`config.mk`:
```
export PLATFORM = sky130hd
export DESIGN_NAME = lru_page_replacement
export DESIGN_NICKNAME = d
export VERILOG_FILES = /design/src/hw/rtl/lrupr_pkg.sv /design/src/hw/rtl/lru_page_replacement.sv
export SDC_FILE = /design/constraint.sdc
export NUM_CORES = 1
export LEC_CHECK = 0
export BUFFER_PORTS_ARGS = -buffer_cell sky130_fd_sc_hd__buf_2
export CORE_AREA = 5 5 186 188
export DETAILED_ROUTE_END_ITERATION = 12
export DIE_AREA = 0 0 191 193
export HOLD_SLACK_MARGIN = 0.06
export PLACE_DENSITY = 0.68
export SLEW_MARGIN = 20
export SYNTH_ARGS = -nofsm -noshare
export SYNTH_HDL_FRONTEND = slang
export SYNTH_SLANG_ARGS = --single-unit
```
`constraint.sdc`:
```
create_clock -name i_clk -period 9.3 [get_ports i_clk]
set_input_delay 0.465 -clock i_clk [delete_from_list [all_inputs] [get_ports i_clk]]
set_output_delay 0.465 -clock i_clk [all_outputs]
set_load 0.005 [all_outputs]
```
`src/hw/rtl/lrupr_pkg.sv`:
```
// Package with the sizes, register codes and types of the LRU page replacement block.
package lrupr_pkg;

    localparam int MAX_FRAMES = 8;
    localparam int PAGE_BITS  = 16;

    localparam int PAGE_NUM_W = 16;
    localparam int FAULT_W    = 32;
    localparam int LIMIT_W    = 4;
    localparam int SLOT_W     = (MAX_FRAMES > 1) ? $clog2(MAX_FRAMES) : 1;
    localparam int COUNT_W    = $clog2(MAX_FRAMES + 1);

    localparam int APB_ADDR_W = 3;
    localparam int APB_DATA_W = 32;
    localparam int REG_IDX_W  = APB_ADDR_W - 2;

    localparam logic [REG_IDX_W-1:0] REG_FRAMES_IN_USE = REG_IDX_W'(0);
    localparam logic [LIMIT_W-1:0]   FRAMES_RESET      = LIMIT_W'(8);

    typedef logic [PAGE_BITS-1:0] t_page;
    typedef logic [SLOT_W-1:0]    t_slot;
    typedef logic [SLOT_W-1:0]    t_age;
    typedef logic [COUNT_W-1:0]   t_count;
    typedef logic [FAULT_W-1:0]   t_fault;

endpackage

```
`src/hw/rtl/lru_page_replacement.sv`:
```
// Fully associative LRU page frame store with fault counting and an APB register port.
// Each page request is captured in an input register, looked up against all frames,
// applied to the frame state and written to a result register; it waits in the input
// register while the output stalls. The block sustains one request per cycle while the
// output is not stalled. The parallel page compare and age-rank update over all frames
// are combinational. The frames_in_use register at byte address 0 limits how many frames
// are filled before eviction starts; a request with start_run set clears the frames and
// the fault count before it is looked up. Configuration must be written by the user only
// while no request is in flight; the block itself does not enforce this.
module lru_page_replacement (
    input  logic                                 i_clk,
    input  logic                                 i_rst_n,
    input  logic                                 i_in_valid,
    output logic                                 o_in_stall,
    input  logic [lrupr_pkg::PAGE_NUM_W-1:0]     i_page_number,
    input  logic                                 i_start_run,
    output logic                                 o_out_valid,
    input  logic                                 i_out_stall,
    output logic                                 o_page_fault,
    output logic                                 o_victim_valid,
    output logic [lrupr_pkg::PAGE_NUM_W-1:0]     o_victim_page,
    output logic [lrupr_pkg::FAULT_W-1:0]        o_fault_count,
    input  logic                                 psel,
    input  logic                                 penable,
    input  logic                                 pwrite,
    input  logic [lrupr_pkg::APB_ADDR_W-1:0]     paddr,
    input  logic [lrupr_pkg::APB_DATA_W-1:0]     pwdata,
    output logic [lrupr_pkg::APB_DATA_W-1:0]     prdata,
    output logic                                 pready
);

    logic [lrupr_pkg::LIMIT_W-1:0]       r_frames;
    logic [lrupr_pkg::REG_IDX_W-1:0]     reg_idx;

    logic                                r_in_valid;
    lrupr_pkg::t_page                    r_in_page;
    logic                                r_in_start;

    logic [lrupr_pkg::MAX_FRAMES-1:0]    r_valid;
    lrupr_pkg::t_age                     r_age [lrupr_pkg::MAX_FRAMES];
    lrupr_pkg::t_page                    r_page [lrupr_pkg::MAX_FRAMES];
    lrupr_pkg::t_fault                   r_fault;

    logic                                r_out_valid;
    logic                                r_out_fault;
    logic                                r_out_victim_valid;
    logic [lrupr_pkg::PAGE_NUM_W-1:0]    r_out_victim_page;
    lrupr_pkg::t_fault                   r_out_count;

    logic                                advance;
    logic                                process;
    logic                                accept;

    logic [lrupr_pkg::MAX_FRAMES-1:0]    eff_valid;
    lrupr_pkg::t_age                     eff_age [lrupr_pkg::MAX_FRAMES];
    lrupr_pkg::t_fault                   eff_fault;
    lrupr_pkg::t_count                   eff_limit;
    lrupr_pkg::t_count                   resident;
    logic [lrupr_pkg::MAX_FRAMES-1:0]    hit_vec;
    logic [lrupr_pkg::MAX_FRAMES-1:0]    lru_vec;
    logic                                hit_any;
    logic                                lru_any;
    logic                                free_any;
    lrupr_pkg::t_slot                    hit_slot;
    lrupr_pkg::t_slot                    lru_slot;
    lrupr_pkg::t_slot                    free_slot;
    lrupr_pkg::t_slot                    slot;
    logic                                do_fill;
    logic                                do_evict;
    logic                                do_touch;
    lrupr_pkg::t_count                   touch_lim;

    logic [lrupr_pkg::MAX_FRAMES-1:0]    n_valid;
    lrupr_pkg::t_age                     n_age [lrupr_pkg::MAX_FRAMES];
    lrupr_pkg::t_fault                   n_fault;
    logic [lrupr_pkg::PAGE_NUM_W-1:0]    n_victim_page;

    // Configuration port.
    assign pready  = 1'b1;
    assign reg_idx = paddr[lrupr_pkg::APB_ADDR_W-1:2];

    always_ff @(posedge i_clk) begin
        if (!i_rst_n) begin
            r_frames <= lrupr_pkg::FRAMES_RESET;
        end else if (psel && penable && pwrite && pready
                     && reg_idx == lrupr_pkg::REG_FRAMES_IN_USE) begin
            r_frames <= pwdata[lrupr_pkg::LIMIT_W-1:0];
        end
    end

    always_comb begin
        if (reg_idx == lrupr_pkg::REG_FRAMES_IN_USE) begin
            prdata = lrupr_pkg::APB_DATA_W'(r_frames);
        end else begin
            prdata = '0;
        end
    end

    // Request handshake.
    assign advance    = !r_out_valid || !i_out_stall;
    assign process    = r_in_valid && advance;
    assign o_in_stall = r_in_valid && !advance;
    assign accept     = i_in_valid && !o_in_stall;

    always_ff @(posedge i_clk) begin
        if (!i_rst_n) begin
            r_in_valid <= 1'b0;
        end else if (accept) begin
            r_in_valid <= 1'b1;
        end else if (advance) begin
            r_in_valid <= 1'b0;
        end
    end

    always_ff @(posedge i_clk) begin
        if (accept) begin
            r_in_page  <= lrupr_pkg::PAGE_BITS'(i_page_number);
            r_in_start <= i_start_run;
        end
    end

    // Lookup and replacement decision.
    always_comb begin
        eff_valid = r_in_start ? '0 : r_valid;
        eff_fault = r_in_start ? '0 : r_fault;
        for (int i = 0; i < lrupr_pkg::MAX_FRAMES; i++) begin
            eff_age[i] = r_in_start ? '0 : r_age[i];
        end

        if (r_frames == '0) begin
            eff_limit = lrupr_pkg::COUNT_W'(1);
        end else if (int'(r_frames) > lrupr_pkg::MAX_FRAMES) begin
            eff_limit = lrupr_pkg::COUNT_W'(lrupr_pkg::MAX_FRAMES);
        end else begin
            eff_limit = lrupr_pkg::COUNT_W'(r_frames);
        end

        resident = '0;
        for (int i = 0; i < lrupr_pkg::MAX_FRAMES; i++) begin
            resident = resident + lrupr_pkg::COUNT_W'(eff_valid[i]);
        end

        free_any  = 1'b0;
        free_slot = '0;
        for (int i = lrupr_pkg::MAX_FRAMES - 1; i >= 0; i--) begin
            if (!eff_valid[i]) begin
                free_any  = 1'b1;
                free_slot = lrupr_pkg::SLOT_W'(i);
            end
        end

        hit_slot = '0;
        lru_slot = '0;
        for (int i = 0; i < lrupr_pkg::MAX_FRAMES; i++) begin
            hit_vec[i] = eff_valid[i] && (r_page[i] == r_in_page);
            lru_vec[i] = eff_valid[i]
                         && (lrupr_pkg::COUNT_W'(eff_age[i]) == resident - 1'b1);
            if (hit_vec[i]) begin
                hit_slot = hit_slot | lrupr_pkg::SLOT_W'(i);
            end
            if (lru_vec[i]) begin
                lru_slot = lru_slot | lrupr_pkg::SLOT_W'(i);
            end
        end
        hit_any = |hit_vec;
        lru_any = |lru_vec;

        do_fill  = !hit_any && (resident < eff_limit) && free_any;
        do_evict = !hit_any && !do_fill && lru_any;
        do_touch = hit_any || do_fill || do_evict;

        if (hit_any) begin
            slot      = hit_slot;
            touch_lim = lrupr_pkg::COUNT_W'(eff_age[hit_slot]);
        end else if (do_fill) begin
            slot      = free_slot;
            touch_lim = resident;
        end else begin
            slot      = lru_slot;
            touch_lim = lrupr_pkg::COUNT_W'(eff_age[lru_slot]);
        end

        for (int i = 0; i < lrupr_pkg::MAX_FRAMES; i++) begin
            n_valid[i] = eff_valid[i] || (do_fill && slot == lrupr_pkg::SLOT_W'(i));
            if (do_touch && slot == lrupr_pkg::SLOT_W'(i)) begin
                n_age[i] = '0;
            end else if (do_touch && eff_valid[i]
                         && lrupr_pkg::COUNT_W'(eff_age[i]) < touch_lim) begin
                n_age[i] = eff_age[i] + 1'b1;
            end else begin
                n_age[i] = eff_age[i];
            end
        end

        if (hit_any || eff_fault == '1) begin
            n_fault = eff_fault;
        end else begin
            n_fault = eff_fault + 1'b1;
        end

        n_victim_page = do_evict ? lrupr_pkg::PAGE_NUM_W'(r_page[lru_slot]) : '0;
    end

    // Frame state.
    always_ff @(posedge i_clk) begin
        if (!i_rst_n) begin
            r_valid <= '0;
            r_fault <= '0;
            for (int i = 0; i < lrupr_pkg::MAX_FRAMES; i++) begin
                r_age[i] <= '0;
            end
        end else if (process) begin
            r_valid <= n_valid;
            r_fault <= n_fault;
            for (int i = 0; i < lrupr_pkg::MAX_FRAMES; i++) begin
                r_age[i] <= n_age[i];
            end
        end
    end

    always_ff @(posedge i_clk) begin
        if (process && (do_fill || do_evict)) begin
            r_page[slot] <= r_in_page;
        end
    end

    // Result register.
    always_ff @(posedge i_clk) begin
        if (!i_rst_n) begin
            r_out_valid <= 1'b0;
        end else if (process) begin
            r_out_valid <= 1'b1;
        end else if (!i_out_stall) begin
            r_out_valid <= 1'b0;
        end
    end

    always_ff @(posedge i_clk) begin
        if (process) begin
            r_out_fault        <= !hit_any;
            r_out_victim_valid <= do_evict;
            r_out_victim_page  <= n_victim_page;
            r_out_count        <= n_fault;
        end
    end

    assign o_out_valid    = r_out_valid;
    assign o_page_fault   = r_out_fault;
    assign o_victim_valid = r_out_victim_valid;
    assign o_victim_page  = r_out_victim_page;
    assign o_fault_count  = r_out_count;

endmodule

```
==> results.txt, run 1 <==
- Input and output buffers added on the ports amount to 84.
- Crit-path max FO: 10
* Clock latency at the later pin of the worst-skew pair: 0.59 ns
- Of the available clock period, the critical path in the final layout requires 0.899.
- Slew at the pin with the worst max-slew slack: 1.08 ns
- For this run, the top clock speed supported by timing is 0.120 GHz.
- Area of the die: 36900 sq um
- After synthesis the netlist holds a flip-flop and latch count of 265.
- The flow ran to the end, and the final reports show no timing, DRC or antenna violations.
- Of the cells placed in the final design, the portion with a size suffix greater than 1 is 0.116.
- Number of clock buffers inserted by TritonCTS: 29
- Once the clock tree was built, the setup fixing pass inserted 0 buffers.
- Leading cell type in the layout, fill and taps excluded: edfxtp_1
* Clock slew seen by the registers of the worst setup and hold paths: 0.06 ns
* Clock Tree Buf Depth: 3
- TritonCTS built the clock tree.
- Switching portion of total power: 0.251
* Worst hold path class: input pin to flop
- In the global route stage, overall resource usage came out at 0.249.
* Overflow after GRT: 0
- Setup repair after global routing left no endpoint under its margin.
- Antenna-violating nets left: 0
- Internal power comes to 2.03 mW.
* Starting DRC count in detailed routing: 1410
* Maximum capacitance violations: 0
- DRC errors left: 0
- The share of total power dissipated in sequential elements is 0.496.
- In this run the number of H-tree levels came out at 1.
* Number of I/O pins: 144
* Total negative slack for setup checks: 0 ns
- Number of antenna repair diodes: 0
- At the end of the flow the core is filled with cells to 0.542.
* Standard cell area after detailed placement: 16800 sq um
- Startpoint type of the worst setup path: flop
- The routed design has 46800 um of wire.
* Relative contribution of the clock network to total power: 0.420
- The number of max-slew violations in the final report came to 0.
* Number of failing setup endpoints in the final timing report: 0
- In the synthesized netlist the dominant register cell turns out to be edfxtp_1.
- STA classifies the critical path endpoint as a flop.
- Counting flops with a built-in enable in the synthesized netlist gives 219.
- Root Buffer: clkbuf_16
- During synthesis, Yosys emitted a total of 0 warnings.
* Number of hold violations in the final report: 0
- The number of gates resized after CTS was 0.
* Crit Path Class: flop to flop
- Counting every instance in the synthesized netlist gives 1605.
- Sequential cell area fraction in the yosys report: 0.466
- Once layout is complete, the cells apart from fillers number 2142.
* Relative slew slack: 0.270
* Number of global-route vias before repair: 12100
- Switching pwr: 0.682 mW
* Wire length per cell after detailed routing: 21.8 um
* Cell area power density: 152 nW/um^2
* Clock sinks: 265
* Pre-Repair DR Iteration Count: 5
- Including well taps, the total number of placed cells is 2075.
* Antenna violations before repair: 0
* Comb power frac: 0.084
- Data on the critical path is required at its endpoint by 9.64 ns.
- The initialized floorplan defines 67 standard-cell rows.
- For this design the static power due to leakage is 6.23 nW.
- The area growth from synthesis to layout is 11.0%.
- Syn avg cell area: 10.0 sq um
- Routability-driven placement finished with a final weighted congestion of 1.03.
- Once layout is done, the placed cells without fillers occupy 17900 sq um.
- Period minus WS final: 8.36 ns
- Worst setup skew after layout: 0.0195 ns
- Net count reported at finish: 1766
- After synthesis, the share of flip-flops with an asynchronous set or reset is 0.
- At the worst endpoint, the arrival time is 8.70 ns.
* Fin Hold WS: 0.0719 ns
- Highest-count cells in the layout ignoring fill and taps: edfxtp_1, nand2_1, xor2_1
* Horizontal die dimension: 191 um
- Buffers inserted to repair hold after CTS numbered 14.
- Netlist cell types: 91
* Area of all sequential standard cells: 7500 sq um
- Summed instance area of the synthesized netlist: 16100 sq um
* Maximum number of pins on one net before global-route repair: 100
* Worst ir drop on vdd: 0.137 mV
- In this run the vertical extent of the chip is 193 um.
- Via count normalized by instance count: 5.96
- For this configuration, the core starts out at a cell density of 0.488.
- First-pass GRT wire length: 71600 um
- The multi-input combinational cells in the finished layout cover a total of 7890 sq um.
* Placed wire-length estimate: 33300 um
- The region available for standard cell placement spans 32900 sq um.
- Fill cell instance count of the final layout: 2890
* Number of vias after detailed routing: 12800
synth_stat cells, types with 13 or more instances:
cell type	n	area, sq um
nor2b_1	66	413
mux2i_1	37	370
nor3b_1	13	97.6
nor4_1	33	206
a21oi_1	45	225
ha_1	31	388
or3_1	17	106
clkbuf_1	47	176
nand3_1	57	285
and3_1	13	81.3
dfxtp_1	46	921
buf_4	29	218
a211oi_1	40	300
nand4_1	31	194
nand2b_1	31	194
inv_1	49	184
xor2_1	121	1060
o211ai_1	16	120
a311oi_1	18	158
nor2_1	98	368
a31oi_1	29	181
buf_2	41	205
edfxtp_1	219	6580
xnor2_1	56	490
nor3_1	39	195
nand2_1	171	642
o21ai_0	51	255
layout make-up:
class / instances / share of cell area
inverters: 51 / 0.0107
multi-input cells: 1196 / 0.442
clock buffers: 35 / 0.0425
well taps: 448 / 0.0314
flip-flops and latches: 265 / 0.420
clock inverters: 18 / 0.00939
repair buffers: 129 / 0.0444
sequential cells by signal, indices dropped and copies added, names as in the netlist:
signal          cells
o_out_valid         1
r_in_start          1
r_age              24
r_in_page          16
o_victim_page      16
r_fault            32
o_victim_valid      1
r_page            128
o_page_fault        1
r_valid             8
o_fault_count      32
r_frames            4
r_in_valid          1
worst max-delay path, stage by stage (launching register included):
cell and delay [ns]:
edfxtp_1 0.48, nand2b_1 0.32, inv_1 0.29, fa_1 0.46, inv_1 0.08, fa_1 0.43, fa_1 0.49, inv_1 0.04
ha_1 0.70, inv_1 0.18, ha_1 0.73, xor2_1 0.28, nand4_1 0.17, a32o_1 0.33, a21oi_4 0.35, mux2i_1 0.13
mux2i_1 0.22, mux2i_1 0.13, a21oi_1 0.16, nor2_1 0.05, or3_1 0.60, ha_1 0.39, a211oi_1 0.30, nand2_1 0.10
nand3_1 0.21, o21ai_0 0.18, o22ai_1 0.24, mux2i_1 0.10
final timing paths:
check	to	startpoint	cells after the start	slack (ns)
max	r_age[1][8]	r_in_start	27	0.94
min	r_in_page[4]	i_page_number[4]	1	0.07
max reg2reg	r_age[1][8]	r_in_start	27	0.94
min reg2reg	r_valid[0]	r_valid[0]	2	0.46
routing by layer:
| metal | GRT usage | wire length [um] |
|---|---|---|
| met5 | 0 | 0 |
| met4 | 0.0704 | 1240 |
| met3 | 0.0391 | 3620 |
| met2 | 0.398 | 20900 |
| met1 | 0.357 | 21000 |
through the flow:
step           power, mW  setup slack, ns
5_1_grt             2.80            0.552
3_5_place_dp        1.59             1.16
6_report            2.71            0.936
3_3_place_gp        1.59             1.31
4_1_cts             2.72             1.13
2_1_floorplan       1.52             2.06
power by group through the flow:
stage | Clock [mW] | Combinational [mW] | Sequential (mW)
6_report | 1.14 | 0.229 | 1.35
5_1_grt | 1.20 | 0.249 | 1.35
4_1_cts | 1.15 | 0.226 | 1.35
3_5_place_dp | 0 | 0.220 | 1.37
3_3_place_gp | 0 | 0.219 | 1.37
2_1_floorplan | 0 | 0.162 | 1.35
cell families (layout without fill, tap and decap cells):
| group | count (synthesis) | in the layout | share of synthesized area |
|---|---|---|---|
| buffers and inverters | 171 | 233 | 0.0508 |
| xor gates and xnor gates | 179 | 179 | 0.0991 |
| muxes | 42 | 42 | 0.0279 |
| and+or+nand+nor | 624 | 624 | 0.202 |
| DFF | 265 | 265 | 0.466 |
| adders and majority gates | 35 | 35 | 0.0291 |
| other | 2 | 29 | 0.000467 |
| AOI/OAI and AO/OA | 287 | 287 | 0.125 |
No activity file was read; power rests on OpenSTA's default activity.
==> inputs of run 2 (changes only) <==
--- a/config.mk
+++ b/config.mk
@@ -6,11 +6,11 @@
 export NUM_CORES = 1
 export LEC_CHECK = 0
 export BUFFER_PORTS_ARGS = -buffer_cell sky130_fd_sc_hd__buf_2
-export CORE_AREA = 5 5 186 188
+export CORE_AREA = 5 5 218 220
 export DETAILED_ROUTE_END_ITERATION = 12
-export DIE_AREA = 0 0 191 193
+export DIE_AREA = 0 0 223 225
 export HOLD_SLACK_MARGIN = 0.06
-export PLACE_DENSITY = 0.68
+export REMOVE_ABC_BUFFERS = 1
 export SLEW_MARGIN = 20
 export SYNTH_ARGS = -nofsm -noshare
 export SYNTH_HDL_FRONTEND = slang
==> run 2 against run 1 <==
Clock-buffer cell count decreased by 3. Cell count increased by 7.4%. Maximum frequency increased by 4.6%. Die area increased by 36%. Sequential share of layout area decreased by 0.77 points. Hold slack improved by 0.012 ns. Combinational power about the same. Non-clock buffer count increased by 5.
==> results.txt, run 2 (synthesis gave the netlist of run 1 again) <==
- The half-perimeter wire length after placement is 34800 um (+4.5%).
* Fin. max-slew vios: 0 (unchanged)
- Root Buffer: clkbuf_16
- Core area: 45100 sq um (+37%)
- Highest-count cells in the layout ignoring fill and taps: edfxtp_1, nand2_1, xor2_1
* Layout cell share with drive strength beyond 1: 0.121 (+0.00540)
- Leakage: 6.28 nW (+0.83%)
- In this run the most critical hold path is launched from i_page_number[15].
* Number of I/O pins: 144 (unchanged)
- End of the worst hold path: r_in_page[15]
- The highest fanout seen on the critical path was 55 (+45).
- The clock transition at the registers of the reported paths came to 0.06 ns (about the same).
- Horizontal die dimension: 223 um (+17%)
- The peak per-stage delay on the critical path came to 0.55 ns (-0.18 ns).
- The number of iterations in the first detailed-routing pass is 6 (+1).
* Number of port buffers: 84 (unchanged)
- Routability Congestion: 0.929 (-10%)
- Maximum operating frequency: 0.125 GHz (+4.6%)
- The worst-margin pin slew is 1.01 ns (-0.0646 ns).
- Clock Tree Buf Depth: 3 (unchanged)
- The worst setup path is captured at a flop.
* Area Overhead vs Synth: 13.1%
- TritonCTS built the clock tree.
- The final hold violation count is 0 (unchanged).
- Cell area power density: 155 nW/um^2 (+1.8%)
- Run status: finished, final reports clean
* WHS Path Cells: 1 (unchanged)
- Relative slew slack: 0.318 (+0.0480)
- The register-to-register setup slack is 1.30 ns (+0.36 ns).
- Sum of routed wire length over all layers: 48700 um (+4.2%)
- The number of rows created at floorplan was 78 (+16%).
- The worst register-to-register path begins at r_in_start.
- The arrival time at the worst endpoint came to 8.42 ns (-0.28 ns).
- The required time of the critical path came to 9.72 ns (+0.08 ns).
* Overflow after GRT: 0 (unchanged)
- The largest voltage drop on the vdd net is 0.159 mV (+16%).
* Standard cell area after detailed placement: 17000 sq um (+1.3%)
* Number of antenna repair diodes: 0 (unchanged)
* Slowest cell on the critical path: buf_4
- The antenna violation net count after detailed routing came to 0 (unchanged).
- The worst register-to-register path ends at r_age[0][5].
- The final routed DRC violation total is 0 (unchanged).
- The number of resized instances in the post-cts repair step came to 0 (unchanged).
- The total via count after detailed routing came to 12700 (-0.55%).
- The TritonCTS buffer count came to 30 (+3.4%).
* Fin cells: 2301 (+7.4%)
- Maximum capacitance violations: 0 (unchanged)
- Leaving out fill and tap cells, the most frequent cell in the layout is edfxtp_1.
- The final setup violation count was 0 (unchanged).
- Register name with the most flops: r_page
* Fin Hold WS: 0.0836 ns (+0.0117 ns)
- Die height: 225 um (+17%)
- Total track usage: 0.185 (-0.0642)
- The number of cells in the design after placement is 2231 (+7.5%).
* RSZ-0062 raised after global routing: false
- Final clock period utilization by the worst path: 0.860 (-0.0392)
* Net count reported at finish: 1772 (+0.34%)
- The final routed wire length divided by cell count came to 21.2 um (-3.0%).
- Via count normalized by instance count: 5.52 (-7.4%)
- The min-delay analysis places its worst path in the category input pin to flop.
- Starting DRC count in detailed routing: 1026 (-27%)
- The CTS sink count was 265 (unchanged).
* Number of global-route vias before repair: 12300 (+2.1%)
- Clock latency at the later pin of the worst-skew pair: 0.58 ns (about the same)
- Worst setup skew after layout: 0.0178 ns (-0.00172 ns)
- Post-CTS repair timing setup buffer count: 0 (unchanged)
- The flip-flop count of the largest register, all copies and words added was 128 (unchanged).
* Antenna violations before repair: 0 (unchanged)
- The post-cts hold buffer count came to 15 (+1).
- Period minus WS final: 8.00 ns (-0.365 ns)
* Final instance area: 18200 sq um (+1.9%)
- Effective utilization at floorplan: 0.357 (-0.132)
- The final standard cell utilization of the core was 0.403 (-0.139).
- R2R cell count: 30 (+11%)
- The critical path is of the flop to flop type.
- Maximum number of pins on one net before global-route repair: 77 (-23%)
* Area of the die: 50200 sq um (+36%)
- STA classifies the critical path startpoint as a flop.
- The global-route wire length before repair was 73100 um (+2.2%).
- The H-tree depth reported by CTS was 1 (unchanged).
[run 2: layout make-up]
type	instances	area (sq um)
Multi-Input combinational cell	1196	7900
Clock buffer	32	779
Clock inverter	23	244
Timing Repair Buffer	134	833
Tap cell	600	751
Inverter	51	191
Fill cell	4404	26900
Sequential cell	265	7500
[run 2: stage by stage]
| stage | total power [mW] | setup slack, ns | setup TNS, ns |
|---|---|---|---|
| CTS | 2.84 | 1.39 | 0 |
| detailed placement | 1.59 | 1.41 | 0 |
| global route | 2.91 | 0.706 | 0 |
| finish | 2.81 | 1.30 | 0 |
| global placement | 1.59 | 1.49 | 0 |
| floorplan | 1.50 | -0.0957 | -0.261 |
[run 2: worst max path at each step]
stage                     depth (start not counted)        from          end  slack, ns
final                                            30  r_in_start  r_age[0][5]       1.30
after global routing                             30  r_in_start  r_age[0][5]       0.71
after CTS                                        30  r_in_start  r_age[0][5]       1.39
after detailed placement                         30  r_in_start  r_age[0][5]       1.41
after global placement                           30  r_in_start  r_age[1][5]       1.49
after floorplan                                  27  r_in_start  r_age[0][5]       -0.1
[run 2: metal layers]
metal,up-vias,share of wire,track usage
li1,5953,-,-
met1,6226,0.43,0.245
met2,415,0.47,0.308
met3,106,0.056,0.0254
met4,0,0.040,0.0759
met5,-,0,0
[run 2: worst max-delay path: cells and delay by family (launching register included)]
kind	cells	cell delay [ns]
AOI/OAI and AO/OA	10	2.16
xor gates and xnor gates	1	0.27
adders and majority gates	7	2.75
buffers and inverters	7	1.41
DFF	1	0.37
muxes	1	0.23
and+or+nand+nor	4	0.65
[run 2: report_power, final]
part | internal [mW] | switching, mW | leakage [nW]
clock | 0.720 | 0.518 | 0.479
combinational | 0.0792 | 0.149 | 3.39
sequential | 1.31 | 0.0330 | 2.41
total | 2.11 | 0.700 | 6.28
